**config.mk**
```make
export PLATFORM = sky130hd
export DESIGN_NAME = archive_path_name_safety_check
export DESIGN_NICKNAME = d
export VERILOG_FILES = /design/src/rtl/core/apnsc_pkg.sv /design/src/rtl/core/apnsc_front.sv /design/src/rtl/core/apnsc_queue.sv /design/src/rtl/core/apnsc_back.sv /design/src/rtl/core/archive_path_name_safety_check.sv
export SDC_FILE = /design/constraint.sdc
export NUM_CORES = 1
export LEC_CHECK = 0
export BUFFER_PORTS_ARGS = -buffer_cell sky130_fd_sc_hd__buf_2
export CORE_MARGIN = 4
export CORE_UTILIZATION = 35
export CTS_BUF_LIST = sky130_fd_sc_hd__clkbuf_8
export CTS_CLUSTER_DIAMETER = 200
export DETAILED_ROUTE_END_ITERATION = 8
export PLACE_DENSITY = 0.49
export SLEW_MARGIN = 15
export SYNTH_ARGS = -nofsm -noshare
export SYNTH_HDL_FRONTEND = slang
export SYNTH_SLANG_ARGS = --single-unit
```
**constraint.sdc**
```tcl
create_clock -name clock -period 2.7 [get_ports clock]
set_input_delay 0.54 -clock clock [delete_from_list [all_inputs] [get_ports clock]]
set_output_delay 0.54 -clock clock [all_outputs]
set_load 0.05 [all_outputs]
```
**src/rtl/core/apnsc_pkg.sv**
```systemverilog
// Package for the archive path name safety check.
// Holds the character constants, the classified-byte type and the queue depth.
// Used by every module of the block; depends on nothing.
`timescale 1ns / 1ps

package apnsc_pkg;

   localparam logic [7:0] CH_COLON  = 8'h3A;
   localparam logic [7:0] CH_DOT    = 8'h2E;
   localparam logic [7:0] CH_SPACE  = 8'h20;
   localparam logic [7:0] CH_SLASH  = 8'h2F;
   localparam logic [7:0] CH_BSLASH = 8'h5C;
   localparam logic [7:0] CH_NUL    = 8'h00;
   localparam logic [7:0] CH_ONE    = 8'h31;
   localparam logic [7:0] CH_NINE   = 8'h39;
   localparam logic [7:0] CH_UA     = 8'h41;
   localparam logic [7:0] CH_UZ     = 8'h5A;
   localparam logic [7:0] CH_LA     = 8'h61;
   localparam logic [7:0] CH_LZ     = 8'h7A;
   localparam logic [7:0] CASE_OFFSET = 8'h20;

   localparam int QUEUE_DEPTH = 2;

   // One name byte after classification by the front end.
   typedef struct packed {
      logic [7:0] folded;     // byte with A-Z folded to lower case
      logic       sep;        // '/' or '\'
      logic       dot;
      logic       space_dot;  // ' ' or '.'
      logic       nul;
      logic       colon;
      logic       letter;     // ASCII letter, either case
      logic       last;
   } class_type;

endpackage

```
**src/rtl/core/apnsc_front.sv**
```systemverilog
// Front end of the path name check: accepts name bytes and classifies them.
// Pushes one class_type item per accepted byte into the queue.
// Depends on apnsc_pkg.
`timescale 1ns / 1ps

module apnsc_front (
   input  logic                req_tvalid,
   output logic                req_tready,
   input  logic [7:0]          req_tdata,   // [7:0] name_byte
   input  logic                req_tlast,   // last_byte
   input  logic                q_full,
   output logic                q_push,
   output apnsc_pkg::class_type q_item
);
   import apnsc_pkg::*;

   logic [7:0] c;

   assign c          = req_tdata;
   assign req_tready = !q_full;
   assign q_push     = req_tvalid && !q_full;

   always_comb begin
      q_item = '0;
      q_item.folded    = (c inside {[CH_UA:CH_UZ]}) ? c + CASE_OFFSET : c;
      q_item.sep       = (c == CH_SLASH) || (c == CH_BSLASH);
      q_item.dot       = (c == CH_DOT);
      q_item.space_dot = (c == CH_DOT) || (c == CH_SPACE);
      q_item.nul       = (c == CH_NUL);
      q_item.colon     = (c == CH_COLON);
      q_item.letter    = (c inside {[CH_UA:CH_UZ], [CH_LA:CH_LZ]});
      q_item.last      = req_tlast;
   end

endmodule

```
**src/rtl/core/apnsc_queue.sv**
```systemverilog
// Short queue of classified bytes between front and back end.
// Register array with head and tail pointers; head entry is read directly.
// Depends on apnsc_pkg.
`timescale 1ns / 1ps

module apnsc_queue #(
   parameter int DEPTH = apnsc_pkg::QUEUE_DEPTH
) (
   input  logic                clock,
   input  logic                reset,
   input  logic                push,
   input  apnsc_pkg::class_type push_item,
   output logic                full,
   input  logic                pop,
   output logic                head_valid,
   output apnsc_pkg::class_type head_item
);
   import apnsc_pkg::*;

   localparam int PW = (DEPTH > 1) ? $clog2(DEPTH) : 1;
   localparam int CW = $clog2(DEPTH + 1);
   localparam logic [PW-1:0] PTR_LAST = PW'(DEPTH - 1);
   localparam logic [CW-1:0] CNT_FULL = CW'(DEPTH);

   class_type       entry_ff [DEPTH];
   logic [PW-1:0]   wr_ptr_ff, wr_ptr_in;
   logic [PW-1:0]   rd_ptr_ff, rd_ptr_in;
   logic [CW-1:0]   count_ff, count_in;
   logic            do_pop;

   assign full       = (count_ff == CNT_FULL);
   assign head_valid = (count_ff != '0);
   assign head_item  = entry_ff[rd_ptr_ff];
   assign do_pop     = pop && head_valid;

   always_comb begin
      wr_ptr_in = wr_ptr_ff;
      rd_ptr_in = rd_ptr_ff;
      count_in  = count_ff;
      if (push) begin
         wr_ptr_in = (wr_ptr_ff == PTR_LAST) ? '0 : wr_ptr_ff + 1'b1;
      end
      if (do_pop) begin
         rd_ptr_in = (rd_ptr_ff == PTR_LAST) ? '0 : rd_ptr_ff + 1'b1;
      end
      if (push && !do_pop) begin
         count_in = count_ff + 1'b1;
      end else if (!push && do_pop) begin
         count_in = count_ff - 1'b1;
      end
   end

   always_ff @(posedge clock) begin
      if (reset) begin
         wr_ptr_ff <= '0;
         rd_ptr_ff <= '0;
         count_ff  <= '0;
      end else begin
         wr_ptr_ff <= wr_ptr_in;
         rd_ptr_ff <= rd_ptr_in;
         count_ff  <= count_in;
      end
   end

   always_ff @(posedge clock) begin
      if (push) begin
         entry_ff[wr_ptr_ff] <= push_item;
      end
   end

endmodule

```
**src/rtl/core/apnsc_back.sv**
```systemverilog
// Back end of the path name check: segment trackers, sticky reject and the
// verdict register that drives the result channel.
// Depends on apnsc_pkg.
`timescale 1ns / 1ps

module apnsc_back (
   input  logic                clock,
   input  logic                reset,
   input  logic                head_valid,
   input  apnsc_pkg::class_type head_item,
   output logic                pop,
   output logic                rsp_tvalid,
   input  logic                rsp_tready,
   output logic [7:0]          rsp_tdata    // [0] safe, [7:1] zero
);
   import apnsc_pkg::*;

   logic [1:0] pos_ff, pos_in;
   logic       first_letter_ff, first_letter_in;
   logic       rejected_ff, rejected_in;
   logic [1:0] seg_len_ff, seg_len_in;
   logic       first_dot_ff, first_dot_in;
   logic       second_dot_ff, second_dot_in;
   logic       prev_sd_ff, prev_sd_in;
   logic [2:0] base_len_ff, base_len_in;
   logic       base_ended_ff, base_ended_in;
   logic [7:0] letters_ff [4];
   logic [7:0] letters_in [4];
   logic       rsp_valid_ff, rsp_valid_in;
   logic       safe_ff, safe_in;
   logic       out_free;

   function automatic logic seg_bad(
      input logic [1:0] len,
      input logic       fd,
      input logic       sd,
      input logic       psd,
      input logic [2:0] blen,
      input logic [7:0] l0,
      input logic [7:0] l1,
      input logic [7:0] l2,
      input logic [7:0] l3
   );
      logic [23:0] head3;
      logic        rsv;
      head3 = {l0, l1, l2};
      rsv   = 1'b0;
      if (blen == 3'd3) begin
         rsv = (head3 == "con") || (head3 == "prn") || (head3 == "aux") ||
               (head3 == "nul");
      end else if (blen == 3'd4) begin
         rsv = ((head3 == "com") || (head3 == "lpt")) && (l3 >= CH_ONE) &&
               (l3 <= CH_NINE);
      end
      return ((len == 2'd1) && fd) || ((len == 2'd2) && fd && sd) || psd || rsv;
   endfunction

   assign out_free   = !rsp_valid_ff || rsp_tready;
   assign pop        = head_valid && (!head_item.last || out_free);
   assign rsp_tvalid = rsp_valid_ff;
   assign rsp_tdata  = {7'b0, safe_ff};

   always_comb begin
      pos_in          = pos_ff;
      first_letter_in = first_letter_ff;
      rejected_in     = rejected_ff;
      seg_len_in      = seg_len_ff;
      first_dot_in    = first_dot_ff;
      second_dot_in   = second_dot_ff;
      prev_sd_in      = prev_sd_ff;
      base_len_in     = base_len_ff;
      base_ended_in   = base_ended_ff;
      letters_in      = letters_ff;
      rsp_valid_in    = rsp_valid_ff && !rsp_tready;
      safe_in         = safe_ff;

      if (pop) begin
         // Drive letter and leading separator checks on the first two bytes
         case (pos_ff)
            2'd0: begin
               if (head_item.sep) begin
                  rejected_in = 1'b1;
               end
               first_letter_in = head_item.letter;
            end
            2'd1: begin
               if (first_letter_ff && head_item.colon) begin
                  rejected_in = 1'b1;
               end
            end
            default: begin
            end
         endcase
         if (pos_ff != 2'd2) begin
            pos_in = pos_ff + 2'd1;
         end
         if (head_item.nul) begin
            rejected_in = 1'b1;
         end

         if (head_item.sep) begin
            if ((seg_len_ff == 2'd0) ||
                seg_bad(seg_len_ff, first_dot_ff, second_dot_ff, prev_sd_ff,
                        base_len_ff, letters_ff[0], letters_ff[1], letters_ff[2],
                        letters_ff[3])) begin
               rejected_in = 1'b1;
            end
            seg_len_in    = '0;
            first_dot_in  = 1'b0;
            second_dot_in = 1'b0;
            prev_sd_in    = 1'b0;
            base_len_in   = '0;
            base_ended_in = 1'b0;
            letters_in    = '{default: '0};
         end else begin
            if (seg_len_ff == 2'd0) begin
               first_dot_in = head_item.dot;
            end else if (seg_len_ff == 2'd1) begin
               second_dot_in = head_item.dot;
            end
            if (seg_len_ff != 2'd3) begin
               seg_len_in = seg_len_ff + 2'd1;
            end
            prev_sd_in = head_item.space_dot;
            if (!base_ended_ff) begin
               if (head_item.dot) begin
                  base_ended_in = 1'b1;
               end else begin
                  if (base_len_ff < 3'd4) begin
                     letters_in[base_len_ff[1:0]] = head_item.folded;
                  end
                  if (base_len_ff < 3'd5) begin
                     base_len_in = base_len_ff + 3'd1;
                  end
               end
            end
            // Check the final segment on the tracker values just updated
            if (head_item.last &&
                seg_bad(seg_len_in, first_dot_in, second_dot_in, prev_sd_in,
                        base_len_in, letters_in[0], letters_in[1], letters_in[2],
                        letters_in[3])) begin
               rejected_in = 1'b1;
            end
         end

         if (head_item.last) begin
            rsp_valid_in    = 1'b1;
            safe_in         = !rejected_in;
            pos_in          = '0;
            first_letter_in = 1'b0;
            rejected_in     = 1'b0;
            seg_len_in      = '0;
            first_dot_in    = 1'b0;
            second_dot_in   = 1'b0;
            prev_sd_in      = 1'b0;
            base_len_in     = '0;
            base_ended_in   = 1'b0;
            letters_in      = '{default: '0};
         end
      end
   end

   always_ff @(posedge clock) begin
      if (reset) begin
         pos_ff          <= '0;
         first_letter_ff <= 1'b0;
         rejected_ff     <= 1'b0;
         seg_len_ff      <= '0;
         first_dot_ff    <= 1'b0;
         second_dot_ff   <= 1'b0;
         prev_sd_ff      <= 1'b0;
         base_len_ff     <= '0;
         base_ended_ff   <= 1'b0;
         letters_ff      <= '{default: '0};
         rsp_valid_ff    <= 1'b0;
      end else begin
         pos_ff          <= pos_in;
         first_letter_ff <= first_letter_in;
         rejected_ff     <= rejected_in;
         seg_len_ff      <= seg_len_in;
         first_dot_ff    <= first_dot_in;
         second_dot_ff   <= second_dot_in;
         prev_sd_ff      <= prev_sd_in;
         base_len_ff     <= base_len_in;
         base_ended_ff   <= base_ended_in;
         letters_ff      <= letters_in;
         rsp_valid_ff    <= rsp_valid_in;
      end
   end

   always_ff @(posedge clock) begin
      safe_ff <= safe_in;
   end

endmodule

```
**src/rtl/core/archive_path_name_safety_check.sv**
```systemverilog
// Archive path name safety check: checks an entry path name, one byte per
// item, and returns a single safe/unsafe verdict after the last byte.
// The req channel carries name bytes, req_tlast on the final byte of a name.
// The rsp channel carries one item per name: rsp_tdata[0] is 1 for a safe
// name, 0 for a rejected one. Bytes without req_tlast give no rsp item.
// Throughput is one byte per cycle while the queue has room: the front end
// classifies a byte as it is accepted, the back end updates its segment
// trackers. With an empty queue, the last byte enters the queue at the
// accepting edge and the back end then loads the verdict register from the
// queue head.
// A queue of QUEUE_DEPTH classified bytes sits between front and back end.
// When rsp_tready is low, the verdict holds, bytes that do not end a name
// still drain, and req_tready drops once the queue fills behind a last byte.
// Reset (synchronous, active high) empties the queue, drops rsp_tvalid and
// starts a new name with the next byte.
// Depends on apnsc_pkg, apnsc_front, apnsc_queue and apnsc_back.
`timescale 1ns / 1ps

module archive_path_name_safety_check #(
   parameter int QUEUE_DEPTH = apnsc_pkg::QUEUE_DEPTH
) (
   input  logic       clock,
   input  logic       reset,
   input  logic       req_tvalid,
   output logic       req_tready,
   input  logic [7:0] req_tdata,    // [7:0] name_byte
   input  logic       req_tlast,    // last_byte
   output logic       rsp_tvalid,
   input  logic       rsp_tready,
   output logic [7:0] rsp_tdata     // [0] safe, [7:1] zero
);
   import apnsc_pkg::*;

   logic      q_full;
   logic      q_push;
   logic      q_pop;
   logic      q_head_valid;
   class_type q_push_item;
   class_type q_head_item;

   apnsc_front u_front (
      .req_tvalid (req_tvalid),
      .req_tready (req_tready),
      .req_tdata  (req_tdata),
      .req_tlast  (req_tlast),
      .q_full     (q_full),
      .q_push     (q_push),
      .q_item     (q_push_item)
   );

   apnsc_queue #(
      .DEPTH (QUEUE_DEPTH)
   ) u_queue (
      .clock      (clock),
      .reset      (reset),
      .push       (q_push),
      .push_item  (q_push_item),
      .full       (q_full),
      .pop        (q_pop),
      .head_valid (q_head_valid),
      .head_item  (q_head_item)
   );

   apnsc_back u_back (
      .clock      (clock),
      .reset      (reset),
      .head_valid (q_head_valid),
      .head_item  (q_head_item),
      .pop        (q_pop),
      .rsp_tvalid (rsp_tvalid),
      .rsp_tready (rsp_tready),
      .rsp_tdata  (rsp_tdata)
   );

endmodule
```
==> run_results.csv <==
group,metric,value,unit
clocking,cts_tree,"done",
synthesis,synth_cell_types,70,
flow_run,drv_cap,0,
clocking,clkTransAtPathRegs,0.09,ns
critical_path,slowest_stage,"or3b_1",
run_status,status,"complete, no violations",
floorplanning,initial_core_util,36.25,%
synthesis,synth_area_leaders,"dfxtp_1, edfxtp_1, nor2_1",
timing,setup_viol,0,
synthesis,synth.largest_area_cell,"dfxtp_1",
power_and_ir_drop,leakagePower,1.831,nW
synthesis,synth_seq_cells,82,
detailed_routing,routedWlPerCell,18.75,um
clocking,clkLatencyLatePin,0.37,ns
floorplanning,dieWidth,123.0,um
global_route,grt_pass1_vias,3718,
global_route,overflow,0,
critical_path,crit_buf_inv,1,
clocking,ctsHoldBuffers,0,
power_and_ir_drop,fin_total_pwr,4.392,mW
detailed_routing,routed_via_density,5.541,
floorplanning,die_h,123.0,um
critical_path,worstPathMaxFanout,4,
floorplanning,row_count,41,
global_route,grt_util_all_layers,18.31,%
synthesis,yosys_most_used_dff,"dfxtp_1",
timing,finalSetupTns,0,ns
critical_path,crit_chain,"inv_1 > ha_1 > or3b_1 > nor2_2 > mux2_2 > nor4b_1 > o2111ai_1 > nand3_1 > o21ai_1",
timing,worstMarginPinSlew,0.6978,ns
clocking,cts-root-buf,"clkbuf_8",
synthesis,synth_area,4631,um^2
place,hpwl,10210,um
floorplanning,coreArea,12770,um^2
synthesis,synth-edff-count,31,
timing,slew-limit-headroom,53.48,%
detailed_routing,wl_met3,730,um
floorplanning,die_area,15140,um^2
detailed_routing,drc,0,
synthesis,synth_most_common_cell,"nor2_1",
detailed_routing,drt_first_pass_iters,6,
cells_and_area,diodes,0,
synthesis,synth_warnings,0,
synthesis,synth_top_cell_area_share,22.05,%
global_route,grt_max_degree,35,
detailed_routing,top_layer,"met4",
critical_path,required,2.82,ns
detailed_routing,routed_wl,13380,um
clocking,cts_sinks,82,
detailed_routing,met1_length,6285,um
critical_path,crit_path_end_kind,"register",
clocking,cts_buffers,9,
place,gp_routability_congestion,0.9405,
cells_and_area,postLayoutCellArea,5310,um^2
hold_path,holdCritPathClass,"in2reg",
timing,maxSlewViolCount,0,
place,portBuffers,15,
timing,final-hold-violation-count,0,
cells_and_area,drive_above_1_share,19.19,%
cells_and_area,nets,561,
synthesis,async_flop_share,0,%
synthesis,synth_cells,497,
synthesis,yosysSeqAreaShare,42.15,%
synthesis,avgSynthCellArea,9.317,um^2
detailed_routing,met2_length,6030,um
synthesis,netlist_top_cells_count,"nor2_1, dfxtp_1, a22oi_1",
hold_path,min_path_cells,1,
global_route,antenna_found_initial,0,
critical_path,rr_worst_depth,9,
timing,fmax,395.2,MHz
timing,rsz0062_at_grt,"false",
detailed_routing,drt_iter0_drc,311,
critical_path,cp.depth,9,
critical_path,crit_family,"simple AND/OR/NAND/NOR gates",
critical_path,cp.arrival,2.65,ns
clocking,htreeDepth,3,
cells_and_area,area_growth,14.67,%
detailed_routing,ant_nets,0,
timing,worst_clock_skew,0.008327,ns
timing,period_share,93.73,%
detailed_routing,via_count,3956,
global_route,grt_pass1_wl,20790,um
power_and_ir_drop,ir_drop,0.3663,mV
critical_path,critPathMaxStageDelay,0.46,ns
floorplanning,ioPinCount,23,
cells_and_area,fill_cells,1295,
power_and_ir_drop,powerDensity,827.1,nW/um^2
critical_path,start_kind,"register",
timing,period_needed,2.531,ns
critical_path,worst-setup-path-type,"reg2reg",
place,place_area,5026,um^2
clocking,clock_path_buffers,2,
-- cell type report --
cell class / instances / area [um^2] / share of cell area [%]
Timing Repair Buffer: 48 / 335.3 / 6.315
Clock inverter: 7 / 123.9 / 2.333
Clock buffer: 9 / 123.9 / 2.333
Multi-Input combinational cell: 380 / 2499 / 47.05
Inverter: 16 / 60.06 / 1.131
Tap cell: 172 / 215.2 / 4.053
Sequential cell: 82 / 1953 / 36.78
-- stage by stage --
step | worst slack (ns) | hold WS [ns] | util (%) | std cells
global placement | 0.07117 | 0.4705 | 39.35 | 695
detailed placement | 0.03135 | 0.4732 | 39.35 | 695
CTS | 0.009187 | 0.3232 | 41.29 | 711
finish | 0.1694 | 0.3520 | 41.57 | 714
global route | 0.01203 | 0.3255 | 41.57 | 714
floorplan | 0.3254 | 0.4478 | - | 503
-- timing repair --
item	in CTS	in global routing
endpoints found under the setup margin	0	1
buffers inserted	0	3
resized for setup	0	4
-- placed cells by master (no fill, tap or decap), drive strengths merged, types with 7 or more instances in the layout --
cell type	netlist	routed
buf	16	48
nand2b	9	9
nand2	27	27
mux2	16	16
nor3	16	16
a22oi	36	36
o21ai	22	22
nor3b	7	7
nand4	12	12
ha	11	11
mux2i	10	10
nor2	78	78
inv	16	19
a21oi	27	27
conb	1	7
edfxtp	31	31
nand3	11	11
nor4	7	7
clkbuf	9	9
dfxtp	51	51
-- per-layer routing --
metal  vias up  global-route usage, %
met5         -                      0
met3        20                  4.483
met2       106                  27.84
met4         0                  7.266
met1      1909                  25.04
li1       1921                      -
-- final timing paths --
kind / end / slack, ns / startpoint
max reg2reg: u_back.safe_ff$_DFFE_PP_ / 0.17 / u_back.base_len_ff[0]$_SDFFE_PP0P_
min: u_queue.entry_ff[0][0]$_DFFE_PP_ / 0.35 / req_tlast
min reg2reg: u_back.first_letter_ff$_SDFFE_PP0P_ / 0.48 / u_back.first_letter_ff$_SDFFE_PP0P_
max: u_back.safe_ff$_DFFE_PP_ / 0.17 / u_back.base_len_ff[0]$_SDFFE_PP0P_
-- registers in the layout (all words and copies together) (netlist names), 2 cells and up, named ones only --
signal	flops
u_back.base_len_ff	3
u_back.letters_ff	32
u_back.pos_ff	2
u_back.seg_len_ff	2
u_queue.count_ff	2
u_queue.entry_ff	30
-- power breakdown --
group	internal (mW)	switching [mW]
combinational	0.621	1.09
clock	0.625	0.478
sequential	1.46	0.118
total	2.70	1.69
-- cell families after synthesis --
family	after synthesis	synth area share [%]
adder cells (fa/ha/maj)	11	2.972
XOR/XNOR	5	0.9456
multiplexers	26	6.404
AO/OA/AOI/OAI	124	18.59
other	1	0.08098
AND/OR/NAND/NOR	207	24.21
flip-flops	82	42.15
buffers and inverters	41	4.647
Note: power is estimated with default switching activity, not from simulation.
